File: config.mk
export PLATFORM = sky130hd
export DESIGN_NAME = ack_retransmit_table
export DESIGN_NICKNAME = d
export VERILOG_FILES = /design/src/art_pkg.sv /design/src/ack_retransmit_table.sv
export SDC_FILE = /design/constraint.sdc
export NUM_CORES = 2
export LEC_CHECK = 0
export ABC_CLOCK_PERIOD_IN_PS = 26400
export BUFFER_PORTS_ARGS = -buffer_cell sky130_fd_sc_hd__buf_2
export CAP_MARGIN = 10
export CORE_ASPECT_RATIO = 0.7
export CORE_UTILIZATION = 55
export CTS_BUF_LIST = sky130_fd_sc_hd__clkbuf_8
export DETAILED_ROUTE_END_ITERATION = 16
export PLACE_DENSITY = 0.72
export SETUP_SLACK_MARGIN = 0.05
export SLEW_MARGIN = 20
export SYNTH_ARGS = -nofsm -noshare
export SYNTH_HDL_FRONTEND = slang
export SYNTH_SLANG_ARGS = --single-unit
File: constraint.sdc
create_clock -name clk -period 26.4 [get_ports clk]
set_input_delay 1.32 -clock clk [delete_from_list [all_inputs] [get_ports clk]]
set_output_delay 1.32 -clock clk [all_outputs]
set_load 0.05 [all_outputs]
File: src/art_pkg.sv
// Package with the types and codes of the acknowledgement retransmission table.
`default_nettype none

package art_pkg;

  localparam int TIMEOUT_W = 16;
  localparam logic [TIMEOUT_W-1:0] TIMEOUT_RESET = 16'd60;

  // Operation codes of an input item.
  typedef enum logic [2:0] {
    FUNC_ADD     = 3'd0,
    FUNC_CONFIRM = 3'd1,
    FUNC_TICK    = 3'd2,
    FUNC_AUTH    = 3'd3,
    FUNC_DISC    = 3'd4
  } func_t;

  // Result kinds.
  typedef enum logic [2:0] {
    KIND_ADDED     = 3'd0,
    KIND_DUP       = 3'd1,
    KIND_FULL      = 3'd2,
    KIND_CONFIRMED = 3'd3,
    KIND_NOT_FOUND = 3'd4,
    KIND_RESEND    = 3'd5,
    KIND_DONE      = 3'd6,
    KIND_ACK       = 3'd7
  } kind_t;

  // Sequencer states.
  typedef enum logic [1:0] {
    S_IDLE,
    S_SCAN,
    S_SHIFT,
    S_FIN
  } state_t;

  // One input item.
  typedef struct packed {
    logic [2:0]  func;
    logic [7:0]  plugin;
    logic [7:0]  command;
    logic [31:0] business_id;
    logic [31:0] crc;
    logic [15:0] payload_tag;
    logic [31:0] now_secs;
  } in_item_t;

  // One result item.
  typedef struct packed {
    logic [2:0]  kind;
    logic [7:0]  plugin_out;
    logic [7:0]  command_out;
    logic [31:0] business_out;
    logic [15:0] payload_out;
    logic        last;
  } out_item_t;

  // One stored table entry.
  typedef struct packed {
    logic [7:0]  plugin;
    logic [7:0]  command;
    logic [31:0] crc;
    logic [31:0] business;
    logic [15:0] payload;
    logic [31:0] sent_time;
  } entry_t;

endpackage

`default_nettype wire

File: src/ack_retransmit_table.sv
// Top level of the acknowledgement retransmission table.
//
// The table holds up to DEPTH sent packets, in order, in one synchronous memory
// with a registered read. Every add, confirm and tick walks the held entries one
// per cycle through that memory port, while no resend waits for the output
// register. A confirm that matches spends the rest of its walk moving the later
// entries down one per cycle, and an add that finds a duplicate stops its walk at
// that entry. Authorize and disconnect do not walk the table. A result that waits
// for the output register delays the end of the item. Items are handled one at a
// time: in_stall is high from the transfer of an item until its last result is
// loaded into the output register, and a result waiting there does not hold off
// the next input transfer. A tick emits one resend result per expired entry and
// then a scan-done result marked last. The table needs no clearing after reset.
`default_nettype none

module ack_retransmit_table #(
  parameter int DEPTH = 16
) (
  input  logic                               clk,
  input  logic                               rst_n,
  input  logic                               in_valid,
  output logic                               in_stall,
  input  art_pkg::in_item_t                  in_data,
  output logic                               out_valid,
  input  logic                               out_stall,
  output art_pkg::out_item_t                 out_data,
  input  logic                               cfg_we,
  input  logic [art_pkg::TIMEOUT_W-1:0]      cfg_data
);
  import art_pkg::*;

  localparam int CW = $clog2(DEPTH + 1);
  localparam int AW = $clog2(DEPTH);
  localparam logic [CW-1:0] FULL_COUNT = CW'(DEPTH);

  state_t               state_r, state_nxt;
  in_item_t             item_r, item_nxt;
  logic [CW-1:0]        idx_r, idx_nxt;
  logic [CW-1:0]        count_r, count_nxt;
  logic                 auth_r, auth_nxt;
  logic [TIMEOUT_W-1:0] timeout_r;
  out_item_t            fin_r, fin_nxt;
  out_item_t            out_r, out_nxt;
  logic                 out_valid_r, out_valid_nxt;

  entry_t               entry_mem [DEPTH];
  entry_t               rd_data_r;
  logic [AW-1:0]        rd_addr;
  logic                 wr_en;
  logic [AW-1:0]        wr_addr;
  entry_t               wr_data;

  logic [CW:0]          idx_p1;
  logic [CW:0]          idx_p2;
  logic                 out_free;
  logic                 key_hit;
  logic                 bus_hit;
  logic [31:0]          age;
  logic                 expired;
  entry_t               new_entry;
  entry_t               stamped;

  // Builds a result that carries the fields of a stored entry.
  function automatic out_item_t entry_result(input kind_t kind, input entry_t e);
    out_item_t r;
    r.kind         = kind;
    r.plugin_out   = e.plugin;
    r.command_out  = e.command;
    r.business_out = e.business;
    r.payload_out  = e.payload;
    r.last         = 1'b0;
    return r;
  endfunction

  // Builds a result with all entry fields zero.
  function automatic out_item_t plain_result(input kind_t kind);
    out_item_t r;
    r      = '0;
    r.kind = kind;
    return r;
  endfunction

  // Compare and age logic on the entry read last cycle.
  assign idx_p1   = {1'b0, idx_r} + (CW+1)'(1);
  assign idx_p2   = {1'b0, idx_r} + (CW+1)'(2);
  assign out_free = !out_valid_r || !out_stall;
  assign key_hit  = (rd_data_r.plugin == item_r.plugin) &&
                    (rd_data_r.command == item_r.command) &&
                    (rd_data_r.crc == item_r.crc);
  assign bus_hit  = (rd_data_r.business == item_r.business_id);
  assign age      = item_r.now_secs - rd_data_r.sent_time;
  assign expired  = auth_r && (age > {16'b0, timeout_r});

  // Entry images for an append and for a restamp.
  always_comb begin
    new_entry.plugin    = item_r.plugin;
    new_entry.command   = item_r.command;
    new_entry.crc       = item_r.crc;
    new_entry.business  = item_r.business_id;
    new_entry.payload   = item_r.payload_tag;
    new_entry.sent_time = item_r.now_secs;
    stamped             = rd_data_r;
    stamped.sent_time   = item_r.now_secs;
  end

  // Next state, memory access and result loading.
  always_comb begin
    state_nxt     = state_r;
    item_nxt      = item_r;
    idx_nxt       = idx_r;
    count_nxt     = count_r;
    auth_nxt      = auth_r;
    fin_nxt       = fin_r;
    out_nxt       = out_r;
    out_valid_nxt = out_valid_r && out_stall;
    rd_addr       = idx_p1[AW-1:0];
    wr_en         = 1'b0;
    wr_addr       = idx_r[AW-1:0];
    wr_data       = rd_data_r;
    in_stall      = (state_r != S_IDLE);

    case (state_r)
      S_IDLE: begin
        // Entry 0 is read ahead so that a scan starts on it.
        rd_addr = '0;
        idx_nxt = '0;
        if (in_valid) begin
          item_nxt = in_data;
          case (in_data.func)
            FUNC_ADD, FUNC_CONFIRM, FUNC_TICK: begin
              state_nxt = S_SCAN;
            end
            FUNC_AUTH: begin
              auth_nxt  = 1'b1;
              fin_nxt   = plain_result(KIND_ACK);
              state_nxt = S_FIN;
            end
            FUNC_DISC: begin
              auth_nxt  = 1'b0;
              fin_nxt   = plain_result(KIND_ACK);
              state_nxt = S_FIN;
            end
            default: begin
              // Unknown codes are dropped without a result.
              state_nxt = S_IDLE;
            end
          endcase
        end
      end

      S_SCAN: begin
        if (idx_r == count_r) begin
          // The walk passed the last held entry.
          case (item_r.func)
            FUNC_ADD: begin
              if (count_r == FULL_COUNT) begin
                fin_nxt = plain_result(KIND_FULL);
              end else begin
                wr_en     = 1'b1;
                wr_addr   = count_r[AW-1:0];
                wr_data   = new_entry;
                count_nxt = count_r + CW'(1);
                fin_nxt   = plain_result(KIND_ADDED);
              end
            end
            FUNC_CONFIRM: begin
              fin_nxt = plain_result(KIND_NOT_FOUND);
            end
            default: begin
              fin_nxt = plain_result(KIND_DONE);
            end
          endcase
          state_nxt = S_FIN;
        end else begin
          case (item_r.func)
            FUNC_ADD: begin
              if (key_hit) begin
                fin_nxt   = plain_result(KIND_DUP);
                state_nxt = S_FIN;
              end else begin
                idx_nxt = idx_p1[CW-1:0];
              end
            end
            FUNC_CONFIRM: begin
              if (key_hit && bus_hit) begin
                // Entry idx+1 is read next for the move down.
                fin_nxt   = entry_result(KIND_CONFIRMED, rd_data_r);
                state_nxt = S_SHIFT;
              end else begin
                idx_nxt = idx_p1[CW-1:0];
              end
            end
            default: begin
              if (expired) begin
                if (out_free) begin
                  out_nxt       = entry_result(KIND_RESEND, rd_data_r);
                  out_valid_nxt = 1'b1;
                  wr_en         = 1'b1;
                  wr_data       = stamped;
                  idx_nxt       = idx_p1[CW-1:0];
                end else begin
                  // Hold the current entry until the output register frees up.
                  rd_addr = idx_r[AW-1:0];
                end
              end else begin
                idx_nxt = idx_p1[CW-1:0];
              end
            end
          endcase
        end
      end

      S_SHIFT: begin
        // The read data holds entry idx+1, which moves down to idx.
        if (idx_p1 == {1'b0, count_r}) begin
          count_nxt = count_r - CW'(1);
          state_nxt = S_FIN;
        end else begin
          wr_en   = 1'b1;
          wr_data = rd_data_r;
          idx_nxt = idx_p1[CW-1:0];
          rd_addr = idx_p2[AW-1:0];
        end
      end

      S_FIN: begin
        rd_addr = '0;
        if (out_free) begin
          out_nxt       = fin_r;
          out_nxt.last  = 1'b1;
          out_valid_nxt = 1'b1;
          state_nxt     = S_IDLE;
        end
      end

      default: begin
        state_nxt = S_IDLE;
      end
    endcase
  end

  // Control registers.
  always_ff @(posedge clk) begin
    if (!rst_n) begin
      state_r     <= S_IDLE;
      idx_r       <= '0;
      count_r     <= '0;
      auth_r      <= 1'b0;
      out_valid_r <= 1'b0;
      timeout_r   <= TIMEOUT_RESET;
    end else begin
      state_r     <= state_nxt;
      idx_r       <= idx_nxt;
      count_r     <= count_nxt;
      auth_r      <= auth_nxt;
      out_valid_r <= out_valid_nxt;
      if (cfg_we) begin
        timeout_r <= cfg_data;
      end
    end
  end

  // Payload registers.
  always_ff @(posedge clk) begin
    item_r <= item_nxt;
    fin_r  <= fin_nxt;
    out_r  <= out_nxt;
  end

  // Entry memory with one write port and a registered read port.
  always_ff @(posedge clk) begin
    if (wr_en) begin
      entry_mem[wr_addr] <= wr_data;
    end
    rd_data_r <= entry_mem[rd_addr];
  end

  assign out_valid = out_valid_r;
  assign out_data  = out_r;

endmodule

`default_nettype wire

==> results.md <==
* Post-route met1 wirelength at 89,500 um
* Delay of the slowest critical-path stage at 0.84 ns
* Req. time, crit path at 27.31 ns
* Latest clock arrival within the worst-skew pair at 1.08 ns
* Power share of the sequential group at 46.0%
* Master cell of the clock root buffer: sky130_fd_sc_hd__clkbuf_8
* Post-cts sizing count at 0
* Area of the core region at 172,000 um2
* Boundary Pins at 222
* Worst Setup Start Kind: register
* Crit path kind: reg2reg
* Die span in x at 501 um
* Number of standard cells in the layout, taps in and fillers out at 7,657
* Result of the run: finished, final reports clean
* Clock share of power at 26.5%
* Most common flop cell mapped by yosys: sky130_fd_sc_hd__edfxtp_1
* Cells after Synth at 4,580
* Leakage power figure at 0.0345 uW
* Top fanout value on the critical path at 119
* DRC marker count from the first detailed-route iteration at 5,360
* Hold path cells at 1
* Pint at 7940 uW
* Placement-stage worst setup slack at 17.09 ns
* Arrival @ worst endpoint at 10.06 ns
* Sum of overflow across all layers after global routing at 0
* Post-CTS clock slew at the launch and capture registers of the worst setup and hold paths at 0.07 ns
* Source of the worst register-to-register timing path: item_r[0]$_DFFE_PP_
* Worst Reg-to-Reg Cells at 25
* Total die area at 176,000 um2
* Post-DR wirelength/cell at 28.6 um
* Antenna violations before repair at 3
* Master of the slowest instance on the critical path: sky130_fd_sc_hd__buf_4
* Final critical-path setup slack at 17.25 ns
* Number of port buffers at 221
* Final nets at 5,258
* Number of warnings reported in the yosys synthesis log at 0
* Worst relative slew slack at 21.8%
* Postcts setup bufs at 0
* Layout cells sized above 1 at 30.2%
* Max-slew violations at 0
* Remaining routing DRC violations at 0
* Clock tree from TritonCTS: built
* Number of distinct library cells after synthesis at 76
* Routed WL at 219,000 um
* Share of async-settable or async-resettable flops after synthesis at 0%
* Final ANT Viol Nets at 0
* Slew @ Worst Pin at 1.17 ns
* Reg-to-reg critical path endpoint: rd_data_r[106]$_DFF_P_
* TritonCTS sink count at 2,472
* Global-route wire length before repair at 321,000 um
* # placed instances at 6,996
* Min Tclk post-route at 9.15 ns
* IR drop worst, VDD at 0.105 mV
* Sw Share at 30.3%
* Total iterations of the first detailed-routing run at 6
* Routability congestion estimate at 0.856
* Total routing resource utilization after global routing at 25.2%
* FP Rows at 127
* MaxCap Viol Count at 0
* CTS Buf Count at 370
* Synth Net Count at 4,791
* Worst hold-check path type: in2reg
* Synthesized area divided by synthesized cell count at 20.9 um2
* Worst hold endpoint: item_r[3]$_DFFE_PP_
* Pin count of the biggest net entering global routing at 142
* Setup TNS at 0 ns
* Area growth from synthesis to final layout at 11.1%
* Met2 Routed Length at 105,000 um
* Util after Layout at 61.8%
* Final setup violation count at 0
* Overall via count from detail_route at 46,900
* Detailed-route vias per instance at 6.13
* Die height at 351 um
* Hold-fix buffer count after cts at 0
* Pwr Total at 11,400 uW
* Worst clock skew at 0.0743 ns
* Max frequency at 109 MHz
* Uppermost metal layer occupied by signal nets: met4
* Count of flip-flops with a built-in enable after synthesis at 2,314
* Worst-case register-to-register setup slack at 17.25 ns
* Via count of the first global-routing pass at 48,400
* Power density over the cells at 107 nW/um2
* Detailed route wirelength on metal3 at 18,200 um
* Part of the power in combinational logic at 27.5%
* Post-route fraction of the period consumed by the critical path at 34.7%
* HPWL reported at the end of detailed placement at 111,000 um
* Setup repair after global routing missed its margin: false
* Switching power total at 3440 uW
* Post-synthesis instance area at 95,900 um2
* Seq/Total Area, Yosys at 75.7%
* Hold Startpoint: in_data[3]
* H-tree levels at 5
* Post-synthesis register bit count at 2,472
* Hold violation total from the final report at 0
* Worst setup EP type: register
* Clk buf depth at 4
* Initial cell density of the core at 55.7%
[cell usage in the layout, fill, tap and decap left out, drive strengths merged, types with 76 or more instances in the layout]
cell    instances
clkinv        117
dfxtp         158
nand2         217
buf           325
and2           76
mux4          512
edfxtp       2314
clkbuf        398
mux2          163
inv           177
a22oi         258
[worst max-delay path by stage]
stage / startpoint / endpoint / slack, ns / depth (start not counted)
detailed placement: item_r[0]$_DFFE_PP_ / rd_data_r[106]$_DFF_P_ / 17.09 / 25
floorplan: item_r[0]$_DFFE_PP_ / entry_mem[11][0]$_DFFE_PP_ / 16.15 / 23
CTS: item_r[0]$_DFFE_PP_ / rd_data_r[106]$_DFF_P_ / 17.01 / 25
global route: item_r[6]$_DFFE_PP_ / rd_data_r[98]$_DFF_P_ / 16.35 / 25
global placement: item_r[0]$_DFFE_PP_ / rd_data_r[87]$_DFF_P_ / 17.17 / 25
finish: item_r[0]$_DFFE_PP_ / rd_data_r[106]$_DFF_P_ / 17.25 / 25
[power by group through the flow]
| stage | combinational, uW | clock (uW) | sequential [uW] |
|---|---|---|---|
| after floorplan | 2350 | 0 | 5280 |
| after global placement | 3060 | 0 | 5300 |
| after detailed placement | 3130 | 0 | 5310 |
| after CTS | 3140 | 3070 | 5230 |
| after global routing | 3390 | 3230 | 5250 |
| final | 3130 | 3020 | 5230 |
[cell usage after synthesis, types with 7 or more instances]
master | number | area share (%)
sky130_fd_sc_hd__edfxtp_1 | 2314 | 72
sky130_fd_sc_hd__mux4_2 | 512 | 12
sky130_fd_sc_hd__nand2_1 | 217 | 0.85
sky130_fd_sc_hd__mux2_2 | 163 | 1.9
sky130_fd_sc_hd__a22oi_1 | 158 | 1.2
sky130_fd_sc_hd__dfxtp_1 | 158 | 3.3
sky130_fd_sc_hd__a22oi_2 | 100 | 1.3
sky130_fd_sc_hd__buf_2 | 85 | 0.44
sky130_fd_sc_hd__xor2_1 | 75 | 0.68
sky130_fd_sc_hd__and2_1 | 74 | 0.48
sky130_fd_sc_hd__nor2_1 | 71 | 0.28
sky130_fd_sc_hd__inv_1 | 63 | 0.25
sky130_fd_sc_hd__ha_1 | 57 | 0.74
sky130_fd_sc_hd__a21oi_1 | 56 | 0.29
sky130_fd_sc_hd__clkbuf_1 | 55 | 0.22
sky130_fd_sc_hd__buf_6 | 53 | 0.62
sky130_fd_sc_hd__o21ai_0 | 49 | 0.26
sky130_fd_sc_hd__xnor2_1 | 39 | 0.36
sky130_fd_sc_hd__nand3_1 | 23 | 0.12
sky130_fd_sc_hd__nor4_1 | 22 | 0.14
sky130_fd_sc_hd__mux2i_1 | 18 | 0.19
sky130_fd_sc_hd__nand4_1 | 18 | 0.12
sky130_fd_sc_hd__buf_8 | 15 | 0.23
sky130_fd_sc_hd__buf_4 | 14 | 0.11
sky130_fd_sc_hd__o21a_1 | 14 | 0.11
sky130_fd_sc_hd__nor3_1 | 12 | 0.063
sky130_fd_sc_hd__o211ai_1 | 12 | 0.094
sky130_fd_sc_hd__a21o_1 | 10 | 0.078
sky130_fd_sc_hd__a31oi_1 | 9 | 0.059
sky130_fd_sc_hd__nand2b_1 | 8 | 0.052
sky130_fd_sc_hd__or3_1 | 7 | 0.046
[critical path, delay by kind of cell (launching register included)]
kind,cells,cell delay [ns]
muxes,1,0.60
DFF,1,0.34
adders and majority gates,3,1.02
xor gates and xnor gates,1,0.15
and+or+nand+nor,8,2.20
AOI/OAI and AO/OA,7,1.51
buffers and inverters,5,2.90
[routing by layer]
layer,vias to the layer above,track usage (%)
met5,-,0
met4,0,8.35
met3,396,5.29
met2,2098,40.0
met1,24600,35.2
li1,19800,-
[logic make-up after synthesis]
| logic type | share of synthesized area [%] |
|---|---|
| buffers and inverters | 1.96 |
| flip-flops | 75.7 |
| adder cells (fa/ha/maj) | 0.785 |
| AND/OR/NAND/NOR | 2.39 |
| multiplexers | 14.1 |
| XOR/XNOR | 1.04 |
| AO/OA/AOI/OAI | 3.96 |
[flip-flops by register name, indices dropped and copies added (netlist names), 5 cells and up]
| name | flops |
|---|---|
| entry_mem | 2048 |
| item_r | 131 |
| rd_data_r | 128 |
| out_data | 68 |
| fin_r | 67 |
| timeout_r | 16 |
| count_r | 5 |
| idx_r | 5 |
[through the flow]
stage / hold WS (ns) / area [um2]
detailed placement: 0.486 / 99400
floorplan: 0.460 / 95900
CTS: 0.342 / 106000
finish: 0.426 / 107000
global route: 0.368 / 107000
global placement: 0.481 / 99400
[cell type report]
type | count | area [um2]
antenna | 5 | 12.5
clock buffer | 398 | 5480
clock inverter | 257 | 1570
fill | 11800 | 65700
inverter | 64 | 240
multi-input combinational | 1814 | 21600
sequential | 2472 | 72600
tap | 2322 | 2910
timing repair buffer | 325 | 2080
(Power assumes the default switching activity.)
